<file path="config.mk">
export PLATFORM = sky130hd
export DESIGN_NAME = bmp_rle8_encoder_core
export DESIGN_NICKNAME = d
export VERILOG_FILES = /design/src/design/rle8_pkg.sv /design/src/design/bmp_rle8_encoder_core.sv /design/src/design/rle8_front.sv /design/src/design/rle8_queue.sv /design/src/design/rle8_back.sv
export SDC_FILE = /design/constraint.sdc
export NUM_CORES = 1
export LEC_CHECK = 0
export ABC_AREA = 1
export BUFFER_PORTS_ARGS = -buffer_cell sky130_fd_sc_hd__buf_2
export CORE_UTILIZATION = 50
export DETAILED_ROUTE_END_ITERATION = 8
export GPL_TIMING_DRIVEN = 0
export HOLD_SLACK_MARGIN = 0.05
export PLACE_DENSITY = 0.77
export SYNTH_ARGS = -nofsm -noshare
export SYNTH_HDL_FRONTEND = slang
export SYNTH_HIERARCHICAL = 1
export SYNTH_SLANG_ARGS = --single-unit
</file>
<file path="constraint.sdc">
create_clock -name i_clk -period 8.3 [get_ports i_clk]
set_clock_uncertainty 0.2 [all_clocks]
set_input_delay 0.83 -clock i_clk [delete_from_list [all_inputs] [get_ports i_clk]]
set_output_delay 0.83 -clock i_clk [all_outputs]
set_load 0.05 [all_outputs]
</file>
<file path="src/design/rle8_pkg.sv">
// ----------------------------------------------------------------------------
// RLE8 encoder package
// Shared widths, register indexes, escape codes and payload types of the
// bitmap RLE8 encoder.
// ----------------------------------------------------------------------------
`default_nettype none

package rle8_pkg;

    localparam int PIX_W      = 8;
    localparam int CNT_W      = 8;
    localparam int LW_W       = 16;
    localparam int COL_W      = 16;
    localparam int CMP_W      = ((COL_W > LW_W) ? COL_W : LW_W) + 1;
    localparam int CFG_IDX_W  = 2;
    localparam int CFG_DATA_W = 16;

    localparam logic [CFG_IDX_W-1:0] REG_LINE_WIDTH = 2'd0;
    localparam logic [CFG_IDX_W-1:0] REG_MAX_RUN    = 2'd1;

    localparam logic [LW_W-1:0]  LINE_WIDTH_RST = 16'd1;
    localparam logic [CNT_W-1:0] MAX_RUN_RST    = 8'd127;

    localparam logic [PIX_W-1:0] ESC_EOL = 8'd0;
    localparam logic [PIX_W-1:0] ESC_EOB = 8'd1;

    localparam int QUEUE_DEPTH = 4;
    localparam int QUEUE_PTR_W = $clog2(QUEUE_DEPTH);
    localparam int QUEUE_CNT_W = $clog2(QUEUE_DEPTH + 1);

    localparam int NUM_RES = 4;
    localparam int SEL_A   = 0;
    localparam int SEL_B   = 1;
    localparam int SEL_EOL = 2;
    localparam int SEL_EOB = 3;

    typedef struct packed {
        logic [PIX_W-1:0] pixel;
        logic             end_of_image;
    } t_pix;

    typedef struct packed {
        logic [CNT_W-1:0] count_byte;
        logic [PIX_W-1:0] data_byte;
        logic             last;
    } t_pair;

    typedef struct packed {
        logic             a_vld;
        logic [CNT_W-1:0] a_cnt;
        logic [PIX_W-1:0] a_val;
        logic             b_vld;
        logic [CNT_W-1:0] b_cnt;
        logic [PIX_W-1:0] b_val;
        logic             eol;
        logic             eob;
    } t_entry;

endpackage

`default_nettype wire

</file>
<file path="src/design/bmp_rle8_encoder_core.sv">
// ----------------------------------------------------------------------------
// Bitmap RLE8 encoder core
// A pixel yields up to four pairs, which pass the queue and then the output register.
// Throughput: one pixel per cycle unless the queue is full, one pair per cycle when ready.
// A four-entry queue between the front end and the emitter absorbs bursts of pairs.
// Reset (synchronous, active low) empties the queue and output stage, closes the run,
// clears the column and returns line width to 1 and maximum run to 127.
// ----------------------------------------------------------------------------
`default_nettype none

module bmp_rle8_encoder_core (
    input  wire logic                            i_clk,
    input  wire logic                            i_rst_n,
    input  wire logic                            i_in_valid,
    output logic                                 o_in_ready,
    input  wire rle8_pkg::t_pix                  i_in_data,
    output logic                                 o_out_valid,
    input  wire logic                            i_out_ready,
    output rle8_pkg::t_pair                      o_out_data,
    input  wire logic                            i_cfg_valid,
    output logic                                 o_cfg_ready,
    input  wire logic [rle8_pkg::CFG_IDX_W-1:0]  i_cfg_index,
    input  wire logic [rle8_pkg::CFG_DATA_W-1:0] i_cfg_data
);

    logic             push;
    logic             pop;
    logic             empty;
    logic             full;
    logic             pix_accept;
    rle8_pkg::t_entry entry;
    rle8_pkg::t_entry head;

    assign o_in_ready  = !full;
    assign o_cfg_ready = 1'b1;
    assign pix_accept  = i_in_valid && !full;

    rle8_front u_front (
        .i_clk        (i_clk),
        .i_rst_n      (i_rst_n),
        .i_cfg_valid  (i_cfg_valid),
        .i_cfg_index  (i_cfg_index),
        .i_cfg_data   (i_cfg_data),
        .i_pix_accept (pix_accept),
        .i_pix        (i_in_data),
        .o_push       (push),
        .o_entry      (entry)
    );

    rle8_queue u_queue (
        .i_clk   (i_clk),
        .i_rst_n (i_rst_n),
        .i_push  (push),
        .i_entry (entry),
        .i_pop   (pop),
        .o_head  (head),
        .o_empty (empty),
        .o_full  (full)
    );

    rle8_back u_back (
        .i_clk       (i_clk),
        .i_rst_n     (i_rst_n),
        .i_head      (head),
        .i_empty     (empty),
        .o_pop       (pop),
        .o_out_valid (o_out_valid),
        .i_out_ready (i_out_ready),
        .o_out_data  (o_out_data)
    );

endmodule

`default_nettype wire

</file>
<file path="src/design/rle8_front.sv">
// ----------------------------------------------------------------------------
// RLE8 front end
// Holds the open run, the column and the configuration registers, and turns
// each pixel that closes a pair into one queue entry that lists the pairs it closes.
// ----------------------------------------------------------------------------
`default_nettype none

module rle8_front (
    input  wire logic                            i_clk,
    input  wire logic                            i_rst_n,
    input  wire logic                            i_cfg_valid,
    input  wire logic [rle8_pkg::CFG_IDX_W-1:0]  i_cfg_index,
    input  wire logic [rle8_pkg::CFG_DATA_W-1:0] i_cfg_data,
    input  wire logic                            i_pix_accept,
    input  wire rle8_pkg::t_pix                  i_pix,
    output logic                                 o_push,
    output rle8_pkg::t_entry                     o_entry
);

    logic [rle8_pkg::LW_W-1:0]  r_line_width;
    logic [rle8_pkg::CNT_W-1:0] r_max_run;
    logic [rle8_pkg::PIX_W-1:0] r_run_value, n_run_value;
    logic [rle8_pkg::CNT_W-1:0] r_run_length, n_run_length;
    logic [rle8_pkg::COL_W-1:0] r_column, n_column;

    logic [rle8_pkg::CNT_W-1:0] limit;
    logic                       close_a;
    logic [rle8_pkg::CNT_W-1:0] len_mid;
    logic [rle8_pkg::PIX_W-1:0] val_mid;
    logic [rle8_pkg::CNT_W-1:0] len_new;
    logic [rle8_pkg::CMP_W-1:0] col_inc;
    logic                       row_end;
    logic                       close_b;

    always_comb begin
        limit   = (r_max_run == '0) ? rle8_pkg::CNT_W'(1) : r_max_run;
        close_a = (r_run_length != '0) &&
                  ((i_pix.pixel != r_run_value) || (r_run_length >= limit));
        len_mid = close_a ? '0 : r_run_length;
        val_mid = (len_mid == '0) ? i_pix.pixel : r_run_value;
        len_new = len_mid + rle8_pkg::CNT_W'(1);
        col_inc = rle8_pkg::CMP_W'(r_column) + rle8_pkg::CMP_W'(1);
        row_end = col_inc >= rle8_pkg::CMP_W'(r_line_width);
        close_b = row_end || i_pix.end_of_image;

        n_run_length = close_b ? '0 : len_new;
        n_run_value  = i_pix.end_of_image ? '0 : val_mid;
        n_column     = close_b ? '0 : col_inc[rle8_pkg::COL_W-1:0];

        o_entry.a_vld = close_a;
        o_entry.a_cnt = r_run_length;
        o_entry.a_val = r_run_value;
        o_entry.b_vld = close_b;
        o_entry.b_cnt = len_new;
        o_entry.b_val = val_mid;
        o_entry.eol   = row_end;
        o_entry.eob   = i_pix.end_of_image;
        o_push        = i_pix_accept && (close_a || close_b);
    end

    always_ff @(posedge i_clk) begin
        if (!i_rst_n) begin
            r_line_width <= rle8_pkg::LINE_WIDTH_RST;
            r_max_run    <= rle8_pkg::MAX_RUN_RST;
            r_run_value  <= '0;
            r_run_length <= '0;
            r_column     <= '0;
        end else begin
            if (i_cfg_valid) begin
                if (i_cfg_index == rle8_pkg::REG_LINE_WIDTH) begin
                    r_line_width <= i_cfg_data[rle8_pkg::LW_W-1:0];
                end else if (i_cfg_index == rle8_pkg::REG_MAX_RUN) begin
                    r_max_run <= i_cfg_data[rle8_pkg::CNT_W-1:0];
                end
            end
            if (i_pix_accept) begin
                r_run_value  <= n_run_value;
                r_run_length <= n_run_length;
                r_column     <= n_column;
            end
        end
    end

endmodule

`default_nettype wire

</file>
<file path="src/design/rle8_queue.sv">
// ----------------------------------------------------------------------------
// RLE8 entry queue
// A short register queue that carries entries from the front end to the
// pair emitter, so that each side can stall on its own.
// ----------------------------------------------------------------------------
`default_nettype none

module rle8_queue (
    input  wire logic              i_clk,
    input  wire logic              i_rst_n,
    input  wire logic              i_push,
    input  wire rle8_pkg::t_entry  i_entry,
    input  wire logic              i_pop,
    output rle8_pkg::t_entry       o_head,
    output logic                   o_empty,
    output logic                   o_full
);

    rle8_pkg::t_entry r_mem [rle8_pkg::QUEUE_DEPTH];
    logic [rle8_pkg::QUEUE_PTR_W-1:0] r_wr_ptr;
    logic [rle8_pkg::QUEUE_PTR_W-1:0] r_rd_ptr;
    logic [rle8_pkg::QUEUE_CNT_W-1:0] r_count;
    logic                             do_push;
    logic                             do_pop;

    always_comb begin
        o_empty = (r_count == '0);
        o_full  = (r_count == rle8_pkg::QUEUE_CNT_W'(rle8_pkg::QUEUE_DEPTH));
        do_push = i_push && !o_full;
        do_pop  = i_pop && !o_empty;
        o_head  = r_mem[r_rd_ptr];
    end

    always_ff @(posedge i_clk) begin
        if (do_push) begin
            r_mem[r_wr_ptr] <= i_entry;
        end
    end

    always_ff @(posedge i_clk) begin
        if (!i_rst_n) begin
            r_wr_ptr <= '0;
            r_rd_ptr <= '0;
            r_count  <= '0;
        end else begin
            if (do_push) begin
                r_wr_ptr <= r_wr_ptr + rle8_pkg::QUEUE_PTR_W'(1);
            end
            if (do_pop) begin
                r_rd_ptr <= r_rd_ptr + rle8_pkg::QUEUE_PTR_W'(1);
            end
            if (do_push && !do_pop) begin
                r_count <= r_count + rle8_pkg::QUEUE_CNT_W'(1);
            end else if (do_pop && !do_push) begin
                r_count <= r_count - rle8_pkg::QUEUE_CNT_W'(1);
            end
        end
    end

endmodule

`default_nettype wire

</file>
<file path="src/design/rle8_back.sv">
// ----------------------------------------------------------------------------
// RLE8 pair emitter
// Walks the pairs listed in the head entry in order and presents them one
// per cycle, unless the output stalls, through a registered output stage.
// ----------------------------------------------------------------------------
`default_nettype none

module rle8_back (
    input  wire logic              i_clk,
    input  wire logic              i_rst_n,
    input  wire rle8_pkg::t_entry  i_head,
    input  wire logic              i_empty,
    output logic                   o_pop,
    output logic                   o_out_valid,
    input  wire logic              i_out_ready,
    output rle8_pkg::t_pair        o_out_data
);

    logic [rle8_pkg::NUM_RES-1:0] r_done, n_done;
    logic                         r_out_vld;
    rle8_pkg::t_pair              r_out;
    logic [rle8_pkg::NUM_RES-1:0] flags;
    logic [rle8_pkg::NUM_RES-1:0] pending;
    logic [rle8_pkg::NUM_RES-1:0] sel;
    logic                         load;
    rle8_pkg::t_pair              n_out;

    always_comb begin
        flags                    = '0;
        flags[rle8_pkg::SEL_A]   = i_head.a_vld;
        flags[rle8_pkg::SEL_B]   = i_head.b_vld;
        flags[rle8_pkg::SEL_EOL] = i_head.eol;
        flags[rle8_pkg::SEL_EOB] = i_head.eob;
        pending = i_empty ? '0 : (flags & ~r_done);

        sel   = '0;
        n_out = '0;
        priority if (pending[rle8_pkg::SEL_A]) begin
            sel[rle8_pkg::SEL_A] = 1'b1;
            n_out.count_byte     = i_head.a_cnt;
            n_out.data_byte      = i_head.a_val;
        end else if (pending[rle8_pkg::SEL_B]) begin
            sel[rle8_pkg::SEL_B] = 1'b1;
            n_out.count_byte     = i_head.b_cnt;
            n_out.data_byte      = i_head.b_val;
        end else if (pending[rle8_pkg::SEL_EOL]) begin
            sel[rle8_pkg::SEL_EOL] = 1'b1;
            n_out.data_byte        = rle8_pkg::ESC_EOL;
        end else if (pending[rle8_pkg::SEL_EOB]) begin
            sel[rle8_pkg::SEL_EOB] = 1'b1;
            n_out.data_byte        = rle8_pkg::ESC_EOB;
            n_out.last             = 1'b1;
        end else begin
            sel = '0;
        end

        load  = (pending != '0) && (!r_out_vld || i_out_ready);
        o_pop = load && ((pending & ~sel) == '0);

        if (o_pop) begin
            n_done = '0;
        end else if (load) begin
            n_done = r_done | sel;
        end else begin
            n_done = r_done;
        end

        o_out_valid = r_out_vld;
        o_out_data  = r_out;
    end

    always_ff @(posedge i_clk) begin
        if (load) begin
            r_out <= n_out;
        end
    end

    always_ff @(posedge i_clk) begin
        if (!i_rst_n) begin
            r_done    <= '0;
            r_out_vld <= 1'b0;
        end else begin
            r_done <= n_done;
            if (load) begin
                r_out_vld <= 1'b1;
            end else if (i_out_ready) begin
                r_out_vld <= 1'b0;
            end
        end
    end

endmodule

`default_nettype wire
</file>
==> results by group <==
Global routing
  – First-pass GRT wire length: 37.65 mm
  – Vias in the first global route: 7394
  – Total Routing Usage GR: 22.14%
  – Total global routing overflow: 0
  – Initial antenna violation count: 2
  – Largest net degree at the start of global routing: 30

Routing
  – DRC: 0
  – Highest layer used for signal routing: met5
  – Vias/cell: 5.396
  – Drt initial violations: 469
  – DR WL met2: 11.44 mm
  – Drt wl/cell: 16.72 um
  – Metal1 wirelength: 10.23 mm
  – Metal3 WL: 1.361 mm
  – First-pass DRT Iterations: 7
  – Vias: 7690
  – Detail Route Antenna Nets: 0
  – Total Wirelength: 23.83 mm

STA
  – Endpoints failing setup: 0
  – Final hold vios: 0
  – Post-route clock period utilization: 56.61%
  – Max Transition Viols Final: 0
  – Setup TNS: 0 ns
  – Final period demand of the worst path: 4.699 ns
  – Fmax: 212.8 MHz
  – Slew of the pin with the lowest slew margin: 0.9525 ns
  – Relative slew margins: 36.43%
  – RSZ-0062 raised after global routing: false

Clock network
  – CTS tree: yes
  – Postcts setup bufs: 0
  – Clk sinks: 231
  – Num CTS Buffers: 24
  – Clock Latency Late Sink: 0.52 ns
  – CTS resizes: 0
  – Reg clk slew, reported paths: 0.06 ns
  – Maximum clock insertion buffer count: 3
  – Clock root cell: clkbuf_16
  – Cts hold-fix bufs: 0
  – H-tree depth: 1

Pwr
  – Switching pwr: 1249 uW
  – Logic pwr share: 29.7%
  – Sw Share: 34.17%
  – Internal: 2406 uW
  – Pwr per Cell Area: 297.6 nW/um2
  – P_leak: 0.004869 uW
  – PnR Total Power: 3654 uW
  – Clock power frac: 30.0%
  – Part of the power in registers: 40.2%
  – Max IR drop VDD: 0.1737 mV

Die
  – FP Rows: 53
  – Core Box Area: 21020 um2
  – Die H: 148.6 um
  – Starting Density: 51.15%
  – Boundary Pins: 52
  – Die area: 22090 um2
  – Die Width: 148.6 um

Worst hold path
  – Hold Path Stages: 2
  – Min-delay worst type: flop to flop
  – Min-Delay Endpoint: u_front/r_line_width[8]
  – Worst Hold Launch: u_front/r_line_width[8]

Logic synthesis
  – Syn Inst Count: 1052
  – Most frequent cell after synthesis: edfxtp_1
  – Synth unique cells: 56
  – XOR/XNOR Fraction of Synth Area: 1.303%
  – Synth Area in Compound Gates: 13.28%
  – Synth Area in Adders: 3.910%
  – Cell taking the most area after synthesis: edfxtp_1
  – Synth Flop Type: edfxtp_1
  – Syn Area/Cell: 10.22 um2
  – Post-synth top area share: 44.97%
  – Async set or reset register ratio after synthesis: 0%
  – #FFs+latches synth: 231
  – Share of synthesized area spent on multiplexers: 0%
  – Synth area leaders: edfxtp_1 45%, dfxtp_1 13%, nand2_1 5.0%, nor2_1 3.8%, ha_1 3.7%
  – Sequential area share after synthesis: 58.00%
  – Largest family of logic cells by synthesized area: simple AND/OR/NAND/NOR gates
  – Synth warn: 6
  – Post-synth EDFFs: 161
  – Post-Syn Area: 10750 um2
  – Post-synthesis simple-gate area fraction: 16.26%
  – Synth cell count leaders: 161 x edfxtp_1, 144 x nand2_1, 108 x nor2_1
  – Mapped Nets: 1117

Worst setup path
  – Max FO, Critical Path: 5
  – Arrival time worst endpoint: 4.91 ns
  – Reg-to-Reg Start: u_front/r_column[0]
  – Startpoint Class: flop
  – Crit Reg-Reg Endpoint: u_queue/r_count[2]
  – Data required, critical path: 8.51 ns
  – Reg2Reg Setup Slack: 3.60 ns
  – Crit path kind: flop to flop
  – CP endpoint kind: flop
  – Reg2Reg Depth: 26

Placed design
  – GP Congestion: 0.8583
  – IO buf count: 50
  – Detail Placement HPWL: 16.78 mm

Run
  – Max Cap Viol: 0

Final layout
  – FF+latch area: 6236 um2
  – Layout net count: 1197
  – Layout cells sized above 1: 18.36%
  – Layout area overhead: 14.21%
  – Number of fill cells: 1735
  – Area of the multi-input gates: 3770 um2

Run status
  – Status: complete, no violations
-- sequential cells by signal (all words and copies together), names as in the netlist, named ones only --
signal and cells:
u_back/o_out_data 17, u_back/o_out_valid 1, u_back/r_done 4, u_front/r_column 16, u_front/r_line_width 16, u_front/r_max_run 8, u_front/r_run_length 8, u_front/r_run_value 8
u_queue/r_count 3, u_queue/r_mem 144, u_queue/r_rd_ptr 2, u_queue/r_wr_ptr 2
-- final cells by class --
cell class | count | area share [%]
Clock inverter | 18 | 1.702
Timing Repair Buffer | 54 | 2.751
Sequential cell | 231 | 50.78
Inverter | 116 | 3.750
Clock buffer | 25 | 4.922
Antenna cell | 1 | 0.02038
Tap cell | 275 | 2.802
Multi-Input combinational cell | 657 | 30.70
Buffer | 48 | 2.568
-- per-stage QoR --
stage,setup slack [ns],cell area (um2),instances,util [%],hold WS [ns]
after global placement,1.915,11350,1377,53.97,0.2488
after detailed placement,3.588,11460,1381,54.53,0.2531
after CTS,3.565,12280,1424,58.40,0.2624
final,3.601,12280,1425,58.41,0.2591
after floorplan,3.434,10750,1052,-,0.2347
after global routing,3.050,12280,1424,58.40,0.2871
-- layout by cell type (no fill, tap or decap), types with 3 or more instances in the layout --
cell	synthesis	routed
xnor2_1	7	7
nand4_1	11	11
buf_12	1	4
o22ai_1	36	36
inv_1	105	105
o211ai_1	7	7
nor4_1	3	3
xor2_1	9	9
dfxtp_1	70	70
and2_1	9	9
nor3_1	8	8
a32o_1	15	15
o21ai_0	67	67
nand3_2	5	5
a21oi_1	45	45
bufinv_16	0	4
nor2_1	108	104
buf_6	4	4
inv_2	6	6
nand3_1	31	31
clkbuf_1	16	17
buf_2	8	58
o21ai_1	39	39
nor2_2	10	10
nor2_4	4	8
clkinv_1	1	5
edfxtp_1	161	161
clkinv_2	1	5
nand2_1	144	144
a21oi_2	19	19
nand2_2	25	25
ha_1	32	32
clkbuf_16	0	24
buf_4	16	16
-- power by group through the flow --
stage	logic [uW]	clock network [uW]	registers [uW]
2_1_floorplan	644	0	1650
3_3_place_gp	1040	0	1500
3_5_place_dp	1080	0	1490
4_1_cts	1090	1110	1470
5_1_grt	1180	1160	1480
6_report	1090	1100	1470
-- how the worst max path moves through the flow --
stage                              startpoint                   end  slack, ns  depth (start not counted)
after CTS                 u_front/r_column[0]    u_queue/r_count[2]       3.57                         26
after floorplan           u_front/r_column[0]   u_queue/r_mem[0][0]       3.43                         17
after global routing      u_front/r_column[0]    u_queue/r_count[2]       3.05                         26
final                     u_front/r_column[0]    u_queue/r_count[2]       3.60                         26
after global placement    u_front/r_column[0]  u_queue/r_mem[0][11]       1.92                         17
after detailed placement  u_front/r_column[0]    u_queue/r_count[2]       3.59                         26
-- critical path, cell delays in order, from the launching register on --
cell,delay [ns]
dfxtp_1,0.43
ha_1,0.24
nand3_2,0.16
nor3_1,0.42
nand2_1,0.12
xor2_1,0.14
inv_1,0.09
ha_1,0.31
nand2_1,0.07
nor3_1,0.19
nand4_2,0.14
inv_1,0.07
nand3b_1,0.14
nand3_4,0.18
nor2_1,0.07
a21oi_1,0.27
nand2_2,0.22
inv_1,0.16
ha_1,0.18
inv_1,0.07
fa_1,0.38
inv_1,0.06
nand2_1,0.04
nand3_1,0.08
nand2_1,0.05
nand2_1,0.05
nor2_1,0.04
-- per-layer routing --
metal / track usage (%) / vias to the layer above
met5: 0 / -
met4: 8.608 / 4
met3: 3.466 / 47
met2: 37.87 / 240
met1: 28.14 / 3604
li1: - / 3795
-- kinds of logic (layout without fill, tap and decap cells) --
family | after synthesis | count (layout)
AND/OR/NAND/NOR | 370 | 370
AO/OA/AOI/OAI | 237 | 237
flip-flops | 231 | 231
buffers and inverters | 164 | 261
adder cells (fa/ha/maj) | 33 | 33
XOR/XNOR | 16 | 16
other | 1 | 2
No activity file was read; power rests on OpenSTA's default activity.
